### src/rtl/core/ltsu_pkg.sv
package ltsu_pkg;

    // Q8.24 signed words
    localparam int WORD_BITS = 32;
    localparam int FRAC_BITS = 24;
    localparam int PROD_BITS = 2 * WORD_BITS;
    localparam int DT_BITS   = WORD_BITS - 1;

    localparam int CFG_INDEX_BITS = 3;

    localparam int SCRATCH_DEPTH     = 16;
    localparam int SCRATCH_ADDR_BITS = $clog2(SCRATCH_DEPTH);

    localparam logic signed [WORD_BITS-1:0] ONE_Q = WORD_BITS'(1) << FRAC_BITS;

    localparam logic signed [WORD_BITS-1:0] SIGMA_RESET = 32'sd167772160;
    localparam logic signed [WORD_BITS-1:0] RHO_RESET   = 32'sd469762048;
    localparam logic signed [WORD_BITS-1:0] BETA_RESET  = 32'sd44739248;
    localparam logic        [DT_BITS-1:0]   DT_RESET    = 31'd167772;
    localparam logic signed [WORD_BITS-1:0] START_RESET = ONE_Q;

    typedef enum logic [CFG_INDEX_BITS-1:0] {
        REG_SIGMA   = 3'd0,
        REG_RHO     = 3'd1,
        REG_BETA    = 3'd2,
        REG_DT      = 3'd3,
        REG_START_X = 3'd4,
        REG_START_Y = 3'd5,
        REG_START_Z = 3'd6
    } cfg_reg_t;

    typedef enum logic [1:0] {
        OP_ADD,
        OP_SUB,
        OP_MUL,
        OP_HALF
    } alu_op_t;

    typedef enum logic [2:0] {
        SRC_MEM,
        SRC_X,
        SRC_Y,
        SRC_Z,
        SRC_SIGMA,
        SRC_RHO,
        SRC_BETA,
        SRC_DT
    } src_t;

    typedef enum logic [1:0] {
        DST_MEM,
        DST_X,
        DST_Y,
        DST_Z
    } dst_t;

    typedef logic [SCRATCH_ADDR_BITS-1:0] saddr_t;

    // scratch slots
    localparam saddr_t S_RZ  = 4'd0;
    localparam saddr_t S_XD  = 4'd1;
    localparam saddr_t S_YD  = 4'd2;
    localparam saddr_t S_ZD  = 4'd3;
    localparam saddr_t S_XDD = 4'd4;
    localparam saddr_t S_YDD = 4'd5;
    localparam saddr_t S_ZDD = 4'd6;
    localparam saddr_t S_H   = 4'd7;
    localparam saddr_t S_T   = 4'd8;
    localparam saddr_t S_U   = 4'd9;
    localparam saddr_t S_NA  = 4'd0;

    typedef struct packed {
        alu_op_t op;
        src_t    a_src;
        saddr_t  a_addr;
        src_t    b_src;
        saddr_t  b_addr;
        dst_t    dst;
        saddr_t  dst_addr;
    } uop_t;

    typedef struct packed {
        logic   rd_en;
        saddr_t rd_addr_a;
        saddr_t rd_addr_b;
        logic   wr_en;
        saddr_t wr_addr;
    } scratch_ctl_t;

    localparam int UOP_COUNT = 33;
    localparam int PC_BITS   = $clog2(UOP_COUNT);
    localparam logic [PC_BITS-1:0] LAST_PC = PC_BITS'(UOP_COUNT - 1);

    function automatic uop_t mk(alu_op_t op, src_t as, saddr_t aa, src_t bs, saddr_t ba,
                                dst_t d, saddr_t da);
        uop_t u;
        u.op       = op;
        u.a_src    = as;
        u.a_addr   = aa;
        u.b_src    = bs;
        u.b_addr   = ba;
        u.dst      = d;
        u.dst_addr = da;
        return u;
    endfunction

    // micro-program: derivatives, second derivatives, then the three updates
    function automatic uop_t uop_at(logic [PC_BITS-1:0] pc);
        uop_t u;
        case (pc)
            6'd0:  u = mk(OP_SUB, SRC_RHO,   S_NA,  SRC_Z,   S_NA,  DST_MEM, S_RZ);
            6'd1:  u = mk(OP_SUB, SRC_Y,     S_NA,  SRC_X,   S_NA,  DST_MEM, S_T);
            6'd2:  u = mk(OP_MUL, SRC_SIGMA, S_NA,  SRC_MEM, S_T,   DST_MEM, S_XD);
            6'd3:  u = mk(OP_MUL, SRC_X,     S_NA,  SRC_MEM, S_RZ,  DST_MEM, S_T);
            6'd4:  u = mk(OP_SUB, SRC_MEM,   S_T,   SRC_Y,   S_NA,  DST_MEM, S_YD);
            6'd5:  u = mk(OP_MUL, SRC_X,     S_NA,  SRC_Y,   S_NA,  DST_MEM, S_T);
            6'd6:  u = mk(OP_MUL, SRC_BETA,  S_NA,  SRC_Z,   S_NA,  DST_MEM, S_U);
            6'd7:  u = mk(OP_SUB, SRC_MEM,   S_T,   SRC_MEM, S_U,   DST_MEM, S_ZD);
            6'd8:  u = mk(OP_SUB, SRC_MEM,   S_YD,  SRC_MEM, S_XD,  DST_MEM, S_T);
            6'd9:  u = mk(OP_MUL, SRC_SIGMA, S_NA,  SRC_MEM, S_T,   DST_MEM, S_XDD);
            6'd10: u = mk(OP_MUL, SRC_MEM,   S_XD,  SRC_MEM, S_RZ,  DST_MEM, S_T);
            6'd11: u = mk(OP_MUL, SRC_X,     S_NA,  SRC_MEM, S_ZD,  DST_MEM, S_U);
            6'd12: u = mk(OP_SUB, SRC_MEM,   S_T,   SRC_MEM, S_U,   DST_MEM, S_T);
            6'd13: u = mk(OP_SUB, SRC_MEM,   S_T,   SRC_MEM, S_YD,  DST_MEM, S_YDD);
            6'd14: u = mk(OP_MUL, SRC_MEM,   S_XD,  SRC_Y,   S_NA,  DST_MEM, S_T);
            6'd15: u = mk(OP_MUL, SRC_X,     S_NA,  SRC_MEM, S_YD,  DST_MEM, S_U);
            6'd16: u = mk(OP_ADD, SRC_MEM,   S_T,   SRC_MEM, S_U,   DST_MEM, S_T);
            6'd17: u = mk(OP_MUL, SRC_BETA,  S_NA,  SRC_MEM, S_ZD,  DST_MEM, S_U);
            6'd18: u = mk(OP_SUB, SRC_MEM,   S_T,   SRC_MEM, S_U,   DST_MEM, S_ZDD);
            6'd19: u = mk(OP_MUL, SRC_DT,    S_NA,  SRC_DT,  S_NA,  DST_MEM, S_H);
            6'd20: u = mk(OP_HALF, SRC_MEM,  S_H,   SRC_MEM, S_H,   DST_MEM, S_H);
            6'd21: u = mk(OP_MUL, SRC_DT,    S_NA,  SRC_MEM, S_XD,  DST_MEM, S_T);
            6'd22: u = mk(OP_ADD, SRC_X,     S_NA,  SRC_MEM, S_T,   DST_MEM, S_T);
            6'd23: u = mk(OP_MUL, SRC_MEM,   S_H,   SRC_MEM, S_XDD, DST_MEM, S_U);
            6'd24: u = mk(OP_ADD, SRC_MEM,   S_T,   SRC_MEM, S_U,   DST_X,   S_NA);
            6'd25: u = mk(OP_MUL, SRC_DT,    S_NA,  SRC_MEM, S_YD,  DST_MEM, S_T);
            6'd26: u = mk(OP_ADD, SRC_Y,     S_NA,  SRC_MEM, S_T,   DST_MEM, S_T);
            6'd27: u = mk(OP_MUL, SRC_MEM,   S_H,   SRC_MEM, S_YDD, DST_MEM, S_U);
            6'd28: u = mk(OP_ADD, SRC_MEM,   S_T,   SRC_MEM, S_U,   DST_Y,   S_NA);
            6'd29: u = mk(OP_MUL, SRC_DT,    S_NA,  SRC_MEM, S_ZD,  DST_MEM, S_T);
            6'd30: u = mk(OP_ADD, SRC_Z,     S_NA,  SRC_MEM, S_T,   DST_MEM, S_T);
            6'd31: u = mk(OP_MUL, SRC_MEM,   S_H,   SRC_MEM, S_ZDD, DST_MEM, S_U);
            6'd32: u = mk(OP_ADD, SRC_MEM,   S_T,   SRC_MEM, S_U,   DST_Z,   S_NA);
            default: u = mk(OP_ADD, SRC_X,   S_NA,  SRC_X,   S_NA,  DST_MEM, S_NA);
        endcase
        return u;
    endfunction

endpackage

### src/rtl/core/ltsu_if.sv
interface ltsu_tick_if;
    logic valid;
    logic ready;
    logic restart;

    modport source (output valid, output restart, input ready);
    modport sink   (input valid, input restart, output ready);
endinterface

interface ltsu_result_if;
    logic                                  valid;
    logic                                  ready;
    logic signed [ltsu_pkg::WORD_BITS-1:0] out_x;
    logic signed [ltsu_pkg::WORD_BITS-1:0] out_y;
    logic signed [ltsu_pkg::WORD_BITS-1:0] out_z;
    logic                                  overflow;

    modport source (output valid, output out_x, output out_y, output out_z,
                    output overflow, input ready);
    modport sink   (input valid, input out_x, input out_y, input out_z,
                    input overflow, output ready);
endinterface

### src/rtl/core/lorenz_taylor_step_unit.sv
// Channel   Role    Handshake     Payload
// tick      sink    valid/ready   restart
// result    source  valid/ready   out_x, out_y, out_z, overflow
// cfg       write   cfg_wr_en     cfg_index, cfg_wdata
//
// A tick runs 33 micro-ops through the single saturating multiply/add unit, each
// as a scratch read state then an execute state, then loads the output register
// in ST_FINISH. The next tick is taken only once the sequencer is back in idle;
// no new tick is accepted while a step is in progress.
// tick.ready is high only while the sequencer is idle; a result waiting in the
// output register does not block the next tick, but a finished step waits in ST_FINISH
// until the previous result beat is taken.
// rst_n clears the sequencer and loads the default gains and state (1.0, 1.0, 1.0).
module lorenz_taylor_step_unit (
    input  logic                                       clk,
    input  logic                                       rst_n,
    input  logic                                       cfg_wr_en,
    input  logic        [ltsu_pkg::CFG_INDEX_BITS-1:0] cfg_index,
    input  logic        [ltsu_pkg::WORD_BITS-1:0]      cfg_wdata,
    ltsu_tick_if.sink                                  tick,
    ltsu_result_if.source                              result
);

    localparam int W = ltsu_pkg::WORD_BITS;

    typedef enum logic [1:0] {
        ST_IDLE,
        ST_READ,
        ST_EXEC,
        ST_FINISH
    } state_t;

    state_t                            state_reg;
    logic [ltsu_pkg::PC_BITS-1:0]      pc_reg;
    logic                              flag_reg;
    logic                              out_valid_reg;

    logic signed [W-1:0]               sigma_reg;
    logic signed [W-1:0]               rho_reg;
    logic signed [W-1:0]               beta_reg;
    logic        [ltsu_pkg::DT_BITS-1:0] dt_reg;
    logic signed [W-1:0]               sx_reg;
    logic signed [W-1:0]               sy_reg;
    logic signed [W-1:0]               sz_reg;

    logic signed [W-1:0]               x_reg;
    logic signed [W-1:0]               y_reg;
    logic signed [W-1:0]               z_reg;
    logic signed [W-1:0]               old_x_reg;
    logic signed [W-1:0]               old_y_reg;
    logic signed [W-1:0]               old_z_reg;
    logic signed [W-1:0]               out_x_reg;
    logic signed [W-1:0]               out_y_reg;
    logic signed [W-1:0]               out_z_reg;
    logic                              out_ovf_reg;

    ltsu_pkg::uop_t                    cur_uop;
    ltsu_pkg::scratch_ctl_t            sctl;
    logic signed [W-1:0]               mem_a;
    logic signed [W-1:0]               mem_b;
    logic signed [W-1:0]               opnd_a;
    logic signed [W-1:0]               opnd_b;
    logic signed [W-1:0]               alu_res;
    logic                              alu_ovf;
    logic                              accept;
    logic                              out_free;
    logic                              finish;
    logic signed [W-1:0]               start_x_sel;
    logic signed [W-1:0]               start_y_sel;
    logic signed [W-1:0]               start_z_sel;

    assign accept   = tick.valid && tick.ready;
    assign out_free = !out_valid_reg || result.ready;
    assign finish   = (state_reg == ST_FINISH) && out_free;
    assign cur_uop  = ltsu_pkg::uop_at(pc_reg);

    assign start_x_sel = tick.restart ? sx_reg : x_reg;
    assign start_y_sel = tick.restart ? sy_reg : y_reg;
    assign start_z_sel = tick.restart ? sz_reg : z_reg;

    assign tick.ready      = (state_reg == ST_IDLE);
    assign result.valid    = out_valid_reg;
    assign result.out_x    = out_x_reg;
    assign result.out_y    = out_y_reg;
    assign result.out_z    = out_z_reg;
    assign result.overflow = out_ovf_reg;

    // configuration registers
    always_ff @(posedge clk or negedge rst_n)
    begin
        if (!rst_n)
        begin
            sigma_reg <= ltsu_pkg::SIGMA_RESET;
            rho_reg   <= ltsu_pkg::RHO_RESET;
            beta_reg  <= ltsu_pkg::BETA_RESET;
            dt_reg    <= ltsu_pkg::DT_RESET;
            sx_reg    <= ltsu_pkg::START_RESET;
            sy_reg    <= ltsu_pkg::START_RESET;
            sz_reg    <= ltsu_pkg::START_RESET;
        end
        else if (cfg_wr_en)
        begin
            case (cfg_index)
                ltsu_pkg::REG_SIGMA:   sigma_reg <= cfg_wdata;
                ltsu_pkg::REG_RHO:     rho_reg   <= cfg_wdata;
                ltsu_pkg::REG_BETA:    beta_reg  <= cfg_wdata;
                ltsu_pkg::REG_DT:      dt_reg    <= cfg_wdata[ltsu_pkg::DT_BITS-1:0];
                ltsu_pkg::REG_START_X: sx_reg    <= cfg_wdata;
                ltsu_pkg::REG_START_Y: sy_reg    <= cfg_wdata;
                ltsu_pkg::REG_START_Z: sz_reg    <= cfg_wdata;
                default: ;
            endcase
        end
    end

    function automatic logic signed [W-1:0] pick(ltsu_pkg::src_t src,
                                                 logic signed [W-1:0] mem_val,
                                                 logic signed [W-1:0] xv,
                                                 logic signed [W-1:0] yv,
                                                 logic signed [W-1:0] zv,
                                                 logic signed [W-1:0] sg,
                                                 logic signed [W-1:0] rh,
                                                 logic signed [W-1:0] bt,
                                                 logic [ltsu_pkg::DT_BITS-1:0] dt);
        logic signed [W-1:0] v;
        case (src)
            ltsu_pkg::SRC_MEM:   v = mem_val;
            ltsu_pkg::SRC_X:     v = xv;
            ltsu_pkg::SRC_Y:     v = yv;
            ltsu_pkg::SRC_Z:     v = zv;
            ltsu_pkg::SRC_SIGMA: v = sg;
            ltsu_pkg::SRC_RHO:   v = rh;
            ltsu_pkg::SRC_BETA:  v = bt;
            ltsu_pkg::SRC_DT:    v = {1'b0, dt};
            default:             v = '0;
        endcase
        return v;
    endfunction

    assign opnd_a = pick(cur_uop.a_src, mem_a, x_reg, y_reg, z_reg,
                         sigma_reg, rho_reg, beta_reg, dt_reg);
    assign opnd_b = pick(cur_uop.b_src, mem_b, x_reg, y_reg, z_reg,
                         sigma_reg, rho_reg, beta_reg, dt_reg);

    always_comb
    begin
        sctl.rd_en     = (state_reg == ST_READ);
        sctl.rd_addr_a = cur_uop.a_addr;
        sctl.rd_addr_b = cur_uop.b_addr;
        sctl.wr_en     = (state_reg == ST_EXEC) && (cur_uop.dst == ltsu_pkg::DST_MEM);
        sctl.wr_addr   = cur_uop.dst_addr;
    end

    ltsu_alu u_alu (
        .op  (cur_uop.op),
        .a   (opnd_a),
        .b   (opnd_b),
        .res (alu_res),
        .ovf (alu_ovf)
    );

    ltsu_scratch u_scratch (
        .clk     (clk),
        .ctl     (sctl),
        .wdata   (alu_res),
        .rdata_a (mem_a),
        .rdata_b (mem_b)
    );

    // sequencer, state vector and result valid
    always_ff @(posedge clk or negedge rst_n)
    begin
        if (!rst_n)
        begin
            state_reg     <= ST_IDLE;
            pc_reg        <= '0;
            flag_reg      <= 1'b0;
            out_valid_reg <= 1'b0;
            x_reg         <= ltsu_pkg::ONE_Q;
            y_reg         <= ltsu_pkg::ONE_Q;
            z_reg         <= ltsu_pkg::ONE_Q;
        end
        else
        begin
            if (finish)
            begin
                out_valid_reg <= 1'b1;
            end
            else if (result.ready)
            begin
                out_valid_reg <= 1'b0;
            end
            case (state_reg)
                ST_IDLE:
                begin
                    if (accept)
                    begin
                        x_reg     <= start_x_sel;
                        y_reg     <= start_y_sel;
                        z_reg     <= start_z_sel;
                        pc_reg    <= '0;
                        flag_reg  <= 1'b0;
                        state_reg <= ST_READ;
                    end
                end
                ST_READ:
                begin
                    state_reg <= ST_EXEC;
                end
                ST_EXEC:
                begin
                    flag_reg <= flag_reg | alu_ovf;
                    case (cur_uop.dst)
                        ltsu_pkg::DST_X: x_reg <= alu_res;
                        ltsu_pkg::DST_Y: y_reg <= alu_res;
                        ltsu_pkg::DST_Z: z_reg <= alu_res;
                        default: ;
                    endcase
                    if (pc_reg == ltsu_pkg::LAST_PC)
                    begin
                        state_reg <= ST_FINISH;
                    end
                    else
                    begin
                        pc_reg    <= pc_reg + 1'b1;
                        state_reg <= ST_READ;
                    end
                end
                ST_FINISH:
                begin
                    if (out_free)
                    begin
                        state_reg <= ST_IDLE;
                    end
                end
                default:
                begin
                    state_reg <= ST_IDLE;
                end
            endcase
        end
    end

    // payload: state before the step, then the output beat
    always_ff @(posedge clk)
    begin
        if (accept)
        begin
            old_x_reg <= start_x_sel;
            old_y_reg <= start_y_sel;
            old_z_reg <= start_z_sel;
        end
        if (finish)
        begin
            out_x_reg   <= old_x_reg;
            out_y_reg   <= old_y_reg;
            out_z_reg   <= old_z_reg;
            out_ovf_reg <= flag_reg;
        end
    end

    a_busy_after_accept: assert property (@(posedge clk) disable iff (!rst_n)
        accept |=> !tick.ready)
        else $error("tick accepted while a step is in progress");

    a_restart_loads: assert property (@(posedge clk) disable iff (!rst_n)
        (accept && tick.restart) |=> (x_reg == $past(sx_reg) && y_reg == $past(sy_reg)
                                      && z_reg == $past(sz_reg)))
        else $error("restart did not load start values");

    a_result_from_finish: assert property (@(posedge clk) disable iff (!rst_n)
        $rose(result.valid) |-> $past(state_reg == ST_FINISH))
        else $error("result beat raised outside step completion");

    a_pc_in_range: assert property (@(posedge clk) disable iff (!rst_n)
        (state_reg != ST_IDLE) |-> (pc_reg <= ltsu_pkg::LAST_PC))
        else $error("micro-op counter past end of program");

    a_state_hold_on_read: assert property (@(posedge clk) disable iff (!rst_n)
        (state_reg == ST_READ) |=> ($stable(x_reg) && $stable(y_reg) && $stable(z_reg)))
        else $error("state vector changed during scratch read");

endmodule

### src/rtl/core/ltsu_alu.sv
module ltsu_alu (
    input  ltsu_pkg::alu_op_t                     op,
    input  logic signed [ltsu_pkg::WORD_BITS-1:0] a,
    input  logic signed [ltsu_pkg::WORD_BITS-1:0] b,
    output logic signed [ltsu_pkg::WORD_BITS-1:0] res,
    output logic                                  ovf
);

    localparam int W  = ltsu_pkg::WORD_BITS;
    localparam int F  = ltsu_pkg::FRAC_BITS;
    localparam int P  = ltsu_pkg::PROD_BITS;
    localparam int HB = P - (W + F - 1);

    localparam logic signed [W-1:0] MAX_W = {1'b0, {(W-1){1'b1}}};
    localparam logic signed [W-1:0] MIN_W = {1'b1, {(W-1){1'b0}}};

    logic signed [P-1:0] prod;
    logic        [HB-1:0] prod_hi;
    logic signed [W:0]   sum;
    logic signed [W:0]   diff;

    assign prod    = P'(a) * P'(b);
    assign prod_hi = prod[P-1:W+F-1];
    assign sum     = {a[W-1], a} + {b[W-1], b};
    assign diff    = {a[W-1], a} - {b[W-1], b};

    always_comb
    begin
        res = '0;
        ovf = 1'b0;
        case (op)
            ltsu_pkg::OP_ADD:
            begin
                ovf = sum[W] ^ sum[W-1];
                res = ovf ? (sum[W] ? MIN_W : MAX_W) : sum[W-1:0];
            end
            ltsu_pkg::OP_SUB:
            begin
                ovf = diff[W] ^ diff[W-1];
                res = ovf ? (diff[W] ? MIN_W : MAX_W) : diff[W-1:0];
            end
            ltsu_pkg::OP_MUL:
            begin
                // product shifted down by the fraction width, floor rounding
                ovf = (prod_hi != '0) && (prod_hi != '1);
                res = ovf ? (prod[P-1] ? MIN_W : MAX_W) : prod[W+F-1:F];
            end
            ltsu_pkg::OP_HALF:
            begin
                res = {a[W-1], a[W-1:1]};
            end
            default:
            begin
                res = '0;
                ovf = 1'b0;
            end
        endcase
    end

endmodule

### src/rtl/core/ltsu_scratch.sv
module ltsu_scratch (
    input  logic                                  clk,
    input  ltsu_pkg::scratch_ctl_t                ctl,
    input  logic signed [ltsu_pkg::WORD_BITS-1:0] wdata,
    output logic signed [ltsu_pkg::WORD_BITS-1:0] rdata_a,
    output logic signed [ltsu_pkg::WORD_BITS-1:0] rdata_b
);

    logic signed [ltsu_pkg::WORD_BITS-1:0] mem [ltsu_pkg::SCRATCH_DEPTH];

    always_ff @(posedge clk)
    begin
        if (ctl.wr_en)
        begin
            mem[ctl.wr_addr] <= wdata;
        end
    end

    always_ff @(posedge clk)
    begin
        if (ctl.rd_en)
        begin
            rdata_a <= mem[ctl.rd_addr_a];
            rdata_b <= mem[ctl.rd_addr_b];
        end
    end

endmodule
### src/flat_wrapper.sv
// flat-port wrapper written by rule: the top's interface ports become plain ports
module lorenz_taylor_step_unit_flat 
  (clk, rst_n, cfg_wr_en, cfg_index, cfg_wdata, tick_valid, tick_restart, tick_ready, result_valid, result_out_x, result_out_y, result_out_z, result_overflow, result_ready);
  ltsu_tick_if tick_i ();
  ltsu_result_if result_i ();
  input  logic clk;
  input  logic rst_n;
  input  logic cfg_wr_en;
  input  logic        [ltsu_pkg::CFG_INDEX_BITS-1:0] cfg_index;
  input  logic        [ltsu_pkg::WORD_BITS-1:0] cfg_wdata;
  input wire logic [$bits(tick_i.valid)-1:0] tick_valid;
  input wire logic [$bits(tick_i.restart)-1:0] tick_restart;
  output wire logic [$bits(tick_i.ready)-1:0] tick_ready;
  output wire logic [$bits(result_i.valid)-1:0] result_valid;
  output wire logic [$bits(result_i.out_x)-1:0] result_out_x;
  output wire logic [$bits(result_i.out_y)-1:0] result_out_y;
  output wire logic [$bits(result_i.out_z)-1:0] result_out_z;
  output wire logic [$bits(result_i.overflow)-1:0] result_overflow;
  input wire logic [$bits(result_i.ready)-1:0] result_ready;
  assign tick_i.valid = tick_valid;
  assign tick_i.restart = tick_restart;
  assign tick_ready = tick_i.ready;
  assign result_valid = result_i.valid;
  assign result_out_x = result_i.out_x;
  assign result_out_y = result_i.out_y;
  assign result_out_z = result_i.out_z;
  assign result_overflow = result_i.overflow;
  assign result_i.ready = result_ready;
  lorenz_taylor_step_unit u_core (.clk(clk), .rst_n(rst_n), .cfg_wr_en(cfg_wr_en), .cfg_index(cfg_index), .cfg_wdata(cfg_wdata), .tick(tick_i), .result(result_i));
endmodule
### config.mk
export PLATFORM = sky130hd
export DESIGN_NAME = lorenz_taylor_step_unit_flat
export DESIGN_NICKNAME = d
export VERILOG_FILES = /design/src/rtl/core/ltsu_pkg.sv /design/src/rtl/core/ltsu_if.sv /design/src/rtl/core/lorenz_taylor_step_unit.sv /design/src/rtl/core/ltsu_alu.sv /design/src/rtl/core/ltsu_scratch.sv /design/src/flat_wrapper.sv
export SDC_FILE = /design/constraint.sdc
export NUM_CORES = 2
export LEC_CHECK = 0
export BUFFER_PORTS_ARGS = -buffer_cell sky130_fd_sc_hd__buf_2
export CAP_MARGIN = 20
export CORE_ASPECT_RATIO = 1.2
export CORE_UTILIZATION = 25
export DETAILED_ROUTE_END_ITERATION = 8
export PLACE_DENSITY = 0.43
export SYNTH_ARGS = -nofsm -noshare
export SYNTH_HDL_FRONTEND = slang
export SYNTH_SLANG_ARGS = --single-unit
### constraint.sdc
create_clock -name clk -period 18.9 [get_ports clk]
set_input_delay 3.78 -clock clk [delete_from_list [all_inputs] [get_ports clk]]
set_output_delay 3.78 -clock clk [all_outputs]
set_load 0.005 [all_outputs]
* Word level (Yosys, flattened, before mapping)
Memories as Yosys holds them, arrays and structs flattened. A register that Yosys moved wholly into a read port is not among the register bits. Cells that the tools add are included.
Storage, ports and cells: register bits 522, bits in writable memories 512, memory bits (read-only) 1408, input bits 41, output and inout bits 99, word-level logic and storage cells 130, memories kept 2
Operators by class: add/sub/neg operators 3, multiply operators 1, equality and inequality tests 37, mux-type cells 35, bitwise operators 3, reductions and logical operators 28
Memory list:
- (no name shown) | depth 64, bits a word 22, rd ports 1, clocked after memory_dff 0, wr ports 0, line ltsu_pkg.sv:110 | case (pc)
- u_core.u_scratch.mem | depth 16, bits a word 32, rd ports 2, clocked after memory_dff 2, wr ports 1, line ltsu_scratch.sv:9 | logic signed [ltsu_pkg::WORD_BITS-1:0] mem [ltsu_pkg::SCRATCH_DEPTH];
Operators by type and width (count):
- case mux 32 bit (8 select lines) | 2
- 2-to-1 mux 32 bit | 15
- case mux 32 bit (2 select lines) | 3
- case mux 32 bit (4 select lines) | 1
- multiplier 32 x 32 -> 64 bit | 1
- adder 32 x 32 -> 33 bit | 1
- equality test 3 bit (second input constant) | 11
- subtractor 32 x 32 -> 33 bit | 1
- equality test 3 x 2 -> 1 bit (second input constant) | 6
- AND reduction 2 bit | 9
- equality test 2 bit (second input constant) | 6
- 2-to-1 mux 6 bit | 2
- case mux 6 bit (2 select lines) | 1
- AND reduction 3 bit | 4
- != test 2 bit (second input constant) | 5
- equality test 3 x 1 -> 1 bit (second input constant) | 3
- logical NOT 3 bit | 3
- != test 9 bit (second input constant) | 1
- nonzero test 9 bit | 1
- case mux 2 bit (4 select lines) | 1
- adder 6 x 1 -> 6 bit (second input constant) | 1
- equality test 2 x 1 -> 1 bit (second input constant) | 3
- equality test 6 bit (second input constant) | 1
- logical NOT 2 bit | 3
- 11 further kinds | 22

* Longest topological paths before layout
An unclocked memory read counts as a cell.
word-level depth 10, depth in mapped cells 49, gate-level depth less buffers 41

* By module
A second synthesis with hierarchy kept.
Second synthesis, totals: cell total of the unflattened synthesis 7651, area, all modules 89036.6 um2
Modules (own cells, without submodules):
- ltsu_alu | times used 1, cells each 4595, area each 40531.4 um2, seq. area each 0.0 um2
- ltsu_scratch | times used 1, cells each 1141, area each 24828.8 um2, seq. area each 17296.6 um2
- lorenz_taylor_step_unit | times used 1, cells each 1915, area each 23676.5 um2, seq. area each 14069.7 um2

* Least setup slack after synthesis
No wires, ideal clock.
path kind reg2reg, from register u_core.pc_reg[0] (netlist bit), to memory u_core.u_scratch.mem[0][23] (netlist bit) (data pin), setup time 336 ps, data arrival time 12126 ps, data required time 18564 ps, path slack 6438 ps, stages on the path, launching flop included 45, path buffers 7, period minus slack after synthesis 12462 ps, cells stage by stage dfrtp_1 > inv_1 > ha_1 > buf_2 > and2b_1 > a21oi_1 > or3_1 > and2_1 > clkbuf_1 > clkbuf_1 > a222oi_1 > nand3_1 > o21a_1 > clkbuf_1 > nand2_1 > inv_1 > fa_1 > fa_1 > [9 not listed] > fa_1 > ha_1 > clkbuf_1 > nand2_1 > nor2_1 > nand4_1 > a211oi_1 > or3_1 > o21ai_0 > a311oi_2 > o211ai_1 > or3b_1 > or3_1 > buf_2 > nand3_2 > buf_6 > nand2_1 > a21boi_0
Between the ends: cells in the longest elaborated chain, start to end 8, elaborated cells between the ends (all ways) 38, those cells by class 2 x add/sub; 1 x mul; 18 x eq/ne; 9 x mux; 2 x bitwise; 5 x reduce/logical; 1 x memory
RTL lines:
- from (decl) | line lorenz_taylor_step_unit.sv:34 | logic [ltsu_pkg::PC_BITS-1:0] pc_reg;
- from (signal assigned) | line lorenz_taylor_step_unit.sv:225 | pc_reg <= pc_reg + 1'b1;
- memory read (64 x 22 bit) *
- equality test 3 bit (tied with other cells) | line lorenz_taylor_step_unit.sv:126 | case (src)
- case mux 32 bit (8 select lines) | line lorenz_taylor_step_unit.sv:126
- multiplier 32 x 32 -> 64 bit | line ltsu_alu.sv:22 | assign prod = P'(a) * P'(b);
- != test 9 bit or nonzero test 9 bit (tied branches) | line ltsu_alu.sv:45 | ovf = (prod_hi != '0) && (prod_hi != '1);
- logical AND 1 bit | line ltsu_alu.sv:45
- 2-to-1 mux 32 bit | line ltsu_alu.sv:46 | res = ovf ? (prod[P-1] ? MIN_W : MAX_W) : prod[W+F-1:F];
- case mux 32 bit (4 select lines) * | line ltsu_alu.sv:31 | case (op)
- via u_core.alu_res[23] | line lorenz_taylor_step_unit.sv:63 | logic signed [W-1:0] alu_res;
- to (decl) | line ltsu_scratch.sv:9
Mark *: on every way through the listed nets, which the timed path passes. The rest lies on a longest branch.

* Worst setup path in the final report
from register u_core.pc_reg[0] (netlist bit), to memory u_core.u_scratch.mem[10][3] (netlist bit) (data pin)
Same word-level chain as after synthesis.

==> impl_metrics.toml <==
[run_status]
outcome = "finished, violations left"
violations = "DRC"

[critical_path]
crit_type = "register to register"
cpPeakStageDelay_ns = 1.02
reg2reg_from = "u_core.pc_reg[0]"
rr_endpoint = "u_core.u_scratch.mem[10][3]"
start_kind = "register"
r2r_cells = 39
crit_fanout = 33
timing.critical_path.mode_cell = "sky130_fd_sc_hd__fa_1"
regToRegSetupSlack_ns = 2.01
critical_path_arrival_ns = 17.33
critPathCaptureType = "register"
cp_slowest_cell = "sky130_fd_sc_hd__fa_1"
required_time_of_the_worst_setup_path_ns = 19.34

[die]
initial_utilization = 0.251
io_pins = 140
die-height_um = 655
core_footprint_um2 = 353000
placementRows = 239
die-area_um2 = 358000
floorplan.die.width_um = 546

[detailed_routing]
vias = 66400
wirelength_um = 371000
vias_per_cell = 5.02
drt_pre_antenna_iters = 9
detail_route.iter0.violations = 6235
post_dr_wirelength_cell_um = 28.0
drtAntennaViolNets = 0
post-route-drc-count = 15

[global_route]
globalRouteTotalUtil = 0.206
vias_in_the_first_global_route = 69500
largest_net_degree_at_the_start_of_global_routing = 172
first_pass_grt_wire_length_um = 526000
global_route.overflow_total = 0
initial_antenna_violation_count = 35

[synth]
synthArstFlopShare = 0.300
syn-cell-area_um2 = 88900
synthDistinctLibCells = 105
number_of_instances_in_the_synthesized_netlist = 8302
yosys_warnings = 0
synth_seq_area_share = 0.353
post_synth.cell_area_avg_um2 = 10.7
dominantRegCellSynth = "sky130_fd_sc_hd__edfxtp_1"
synth.ff_latch_count = 1098
number_of_flops_mapped_to_enable_cells_by_yosys = 769

[timing]
finalMaxSlewViolations = 0
final_period_minus_worst_setup_slack_ns = 16.89
grt_setup_unrepaired = "false"
timing_worst_slew_pin_value_ns = 1.33
achievable-frequency_ghz = 0.0592
post-route-worst-setup-slack_ns = 2.01
timing.clock.skew_ns = 0.109
max_slew_margin = 0.114
holdWs_ns = 0.385
setup_viol = 0
final_worst_path_cycle_share = 0.894
timing_hold_violations_final = 0
timing.setup.tns_ns = 0

[placed_design]
sum_of_net_half_perimeters_after_detailed_placement_um = 273000
placement.io_buffers = 139
weighted_congestion_reported_at_the_end_of_routability_driven_placement = 0.962
pre_cts_worst_setup_slack_ns = 1.97

[cells_and_area]
finalCoreUtilization = 0.284
area_growth_syn_to_layout_pct = 13.1
largest_reg_flops = 512
post_route_cells_drive_above_1_share = 0.140
regMostFlops = "u_core.u_scratch.mem"
finish.net_count = 9795

[clock_network]
cts.clk_slew.worst_paths_ns = 0.06
tritoncts_clock_tree = "built"
cts.sink_count = 1098
cts-root-buf = "sky130_fd_sc_hd__clkbuf_16"
post_cts_resize_count = 0
insertion_delay_ns = 0.81
cts_buffers = 118
htree_num_levels = 3
clockBufferDepth = 3
hold_buffers = 0
count_of_buffers_added_by_post_cts_timing_repair_for_setup = 0

[min_path]
min_delay_worst_endpoint = "u_core.result.out_x[0]"
min_from = "u_core.old_x_reg[0]"
holdPathStages = 0
tightest_hold_check_type = "register to register"

[flow_run]
maxCapViolations = 0
## Yosys cell counts (all sizes together) (14+ instances only)
| cell type | instances | share of area |
|---|---|---|
| a211oi | 64 | 0.0055 |
| a21boi | 48 | 0.0041 |
| a21o | 61 | 0.0052 |
| a21oi | 296 | 0.017 |
| a221o | 14 | 0.0016 |
| a221oi | 15 | 0.0015 |
| a222oi | 29 | 0.0033 |
| a311oi | 43 | 0.0043 |
| a31oi | 96 | 0.0068 |
| and2 | 46 | 0.0032 |
| and3 | 91 | 0.0064 |
| buf | 101 | 0.0046 |
| clkbuf | 404 | 0.017 |
| dfrtp | 296 | 0.083 |
| dfstp | 33 | 0.0098 |
| edfxtp | 769 | 0.26 |
| fa | 1083 | 0.24 |
| ha | 253 | 0.036 |
| inv | 1160 | 0.049 |
| mux2 | 314 | 0.040 |
| mux2i | 14 | 0.0016 |
| mux4 | 161 | 0.041 |
| nand2 | 1181 | 0.050 |
| nand3 | 190 | 0.011 |
| nand4 | 38 | 0.0027 |
| nor2 | 701 | 0.030 |
| nor2b | 15 | 0.0011 |
| nor3 | 48 | 0.0027 |
| o211ai | 19 | 0.0017 |
| o21a | 43 | 0.0036 |
| o21ai | 213 | 0.012 |
| o21bai | 28 | 0.0024 |
| o221ai | 14 | 0.0014 |
| o22ai | 55 | 0.0040 |
| o31ai | 56 | 0.0050 |
| or3 | 24 | 0.0017 |
| xnor2 | 83 | 0.0082 |
| xor2 | 20 | 0.0020 |
## layout make-up
class	count	area [µm²]
Clock buffer	148	3120
Multi-Input combinational cell	5655	52200
Sequential cell	1098	31400
Tap cell	4699	5880
Clock inverter	74	918
Inverter	1171	4400
Timing Repair Buffer	374	2520
Fill cell	36900	253000
Antenna cell	20	50.0
## metrics by stage
| step | cell area [µm²] | cells |
|---|---|---|
| final | 100000 | 13200 |
| after global routing | 100000 | 13200 |
| after CTS | 100000 | 13200 |
| after detailed placement | 96400 | 13000 |
| after global placement | 96300 | 13000 |
| after floorplan | 89300 | 8429 |
## cell families after synthesis
kind of cell               synth area share
other                             0.0000422
buffers and inverters                0.0712
DFF                                   0.353
adders and majority gates             0.280
xor gates and xnor gates             0.0102
and+or+nand+nor                       0.113
muxes                                0.0822
AOI/OAI and AO/OA                    0.0904
## worst max-delay path, delay by kind of cell (launching register included)
| kind | cells | cell delay, ns |
|---|---|---|
| buf+inv | 8 | 2.78 |
| compound gates | 10 | 3.02 |
| simple gates | 11 | 4.05 |
| flops | 1 | 0.52 |
| fa+ha+maj | 10 | 6.01 |
## worst max path at each step
| stage | from | end | slack (ns) |
|---|---|---|---|
| global placement | u_core.pc_reg[0] | u_core.u_scratch.mem[9][25] | 2.24 |
| finish | u_core.pc_reg[0] | u_core.u_scratch.mem[10][3] | 2.01 |
| floorplan | u_core.pc_reg[0] | u_core.u_scratch.mem[0][23] | 6.44 |
| detailed placement | u_core.pc_reg[0] | u_core.u_scratch.mem[9][25] | 1.97 |
| CTS | u_core.pc_reg[0] | u_core.u_scratch.mem[1][25] | 1.95 |
| global route | u_core.pc_reg[0] | u_core.u_scratch.mem[12][3] | 1.35 |
## metal layers
metal  vias up  routed length [µm]  global-route usage
li1      27900                   -                   -
met1     35200              144000               0.249
met2      2631              181000               0.352
met3       687               23500              0.0315
met4        14               22700               0.111
met5         -                  77                   0
## cells in the final DEF (no fill, tap or decap), drive strengths merged, types with 56 or more instances in the layout
master,netlist,final
buf,101,374
dfrtp,296,296
clkbuf,404,148
xnor2,83,83
fa,1083,1083
a31oi,96,96
o21ai,213,213
clkinv,11,64
ha,253,253
conb,1,128
nand3,190,190
nand2,1181,1181
inv,1160,1161
mux2,314,314
a21oi,296,296
a21o,61,61
nor2,701,701
mux4,161,161
edfxtp,769,769
o31ai,56,56
a211oi,64,64
and3,91,91
Power is not shown: default switching activity piles up to over one toggle a cycle in this logic, so the estimate is an artifact.
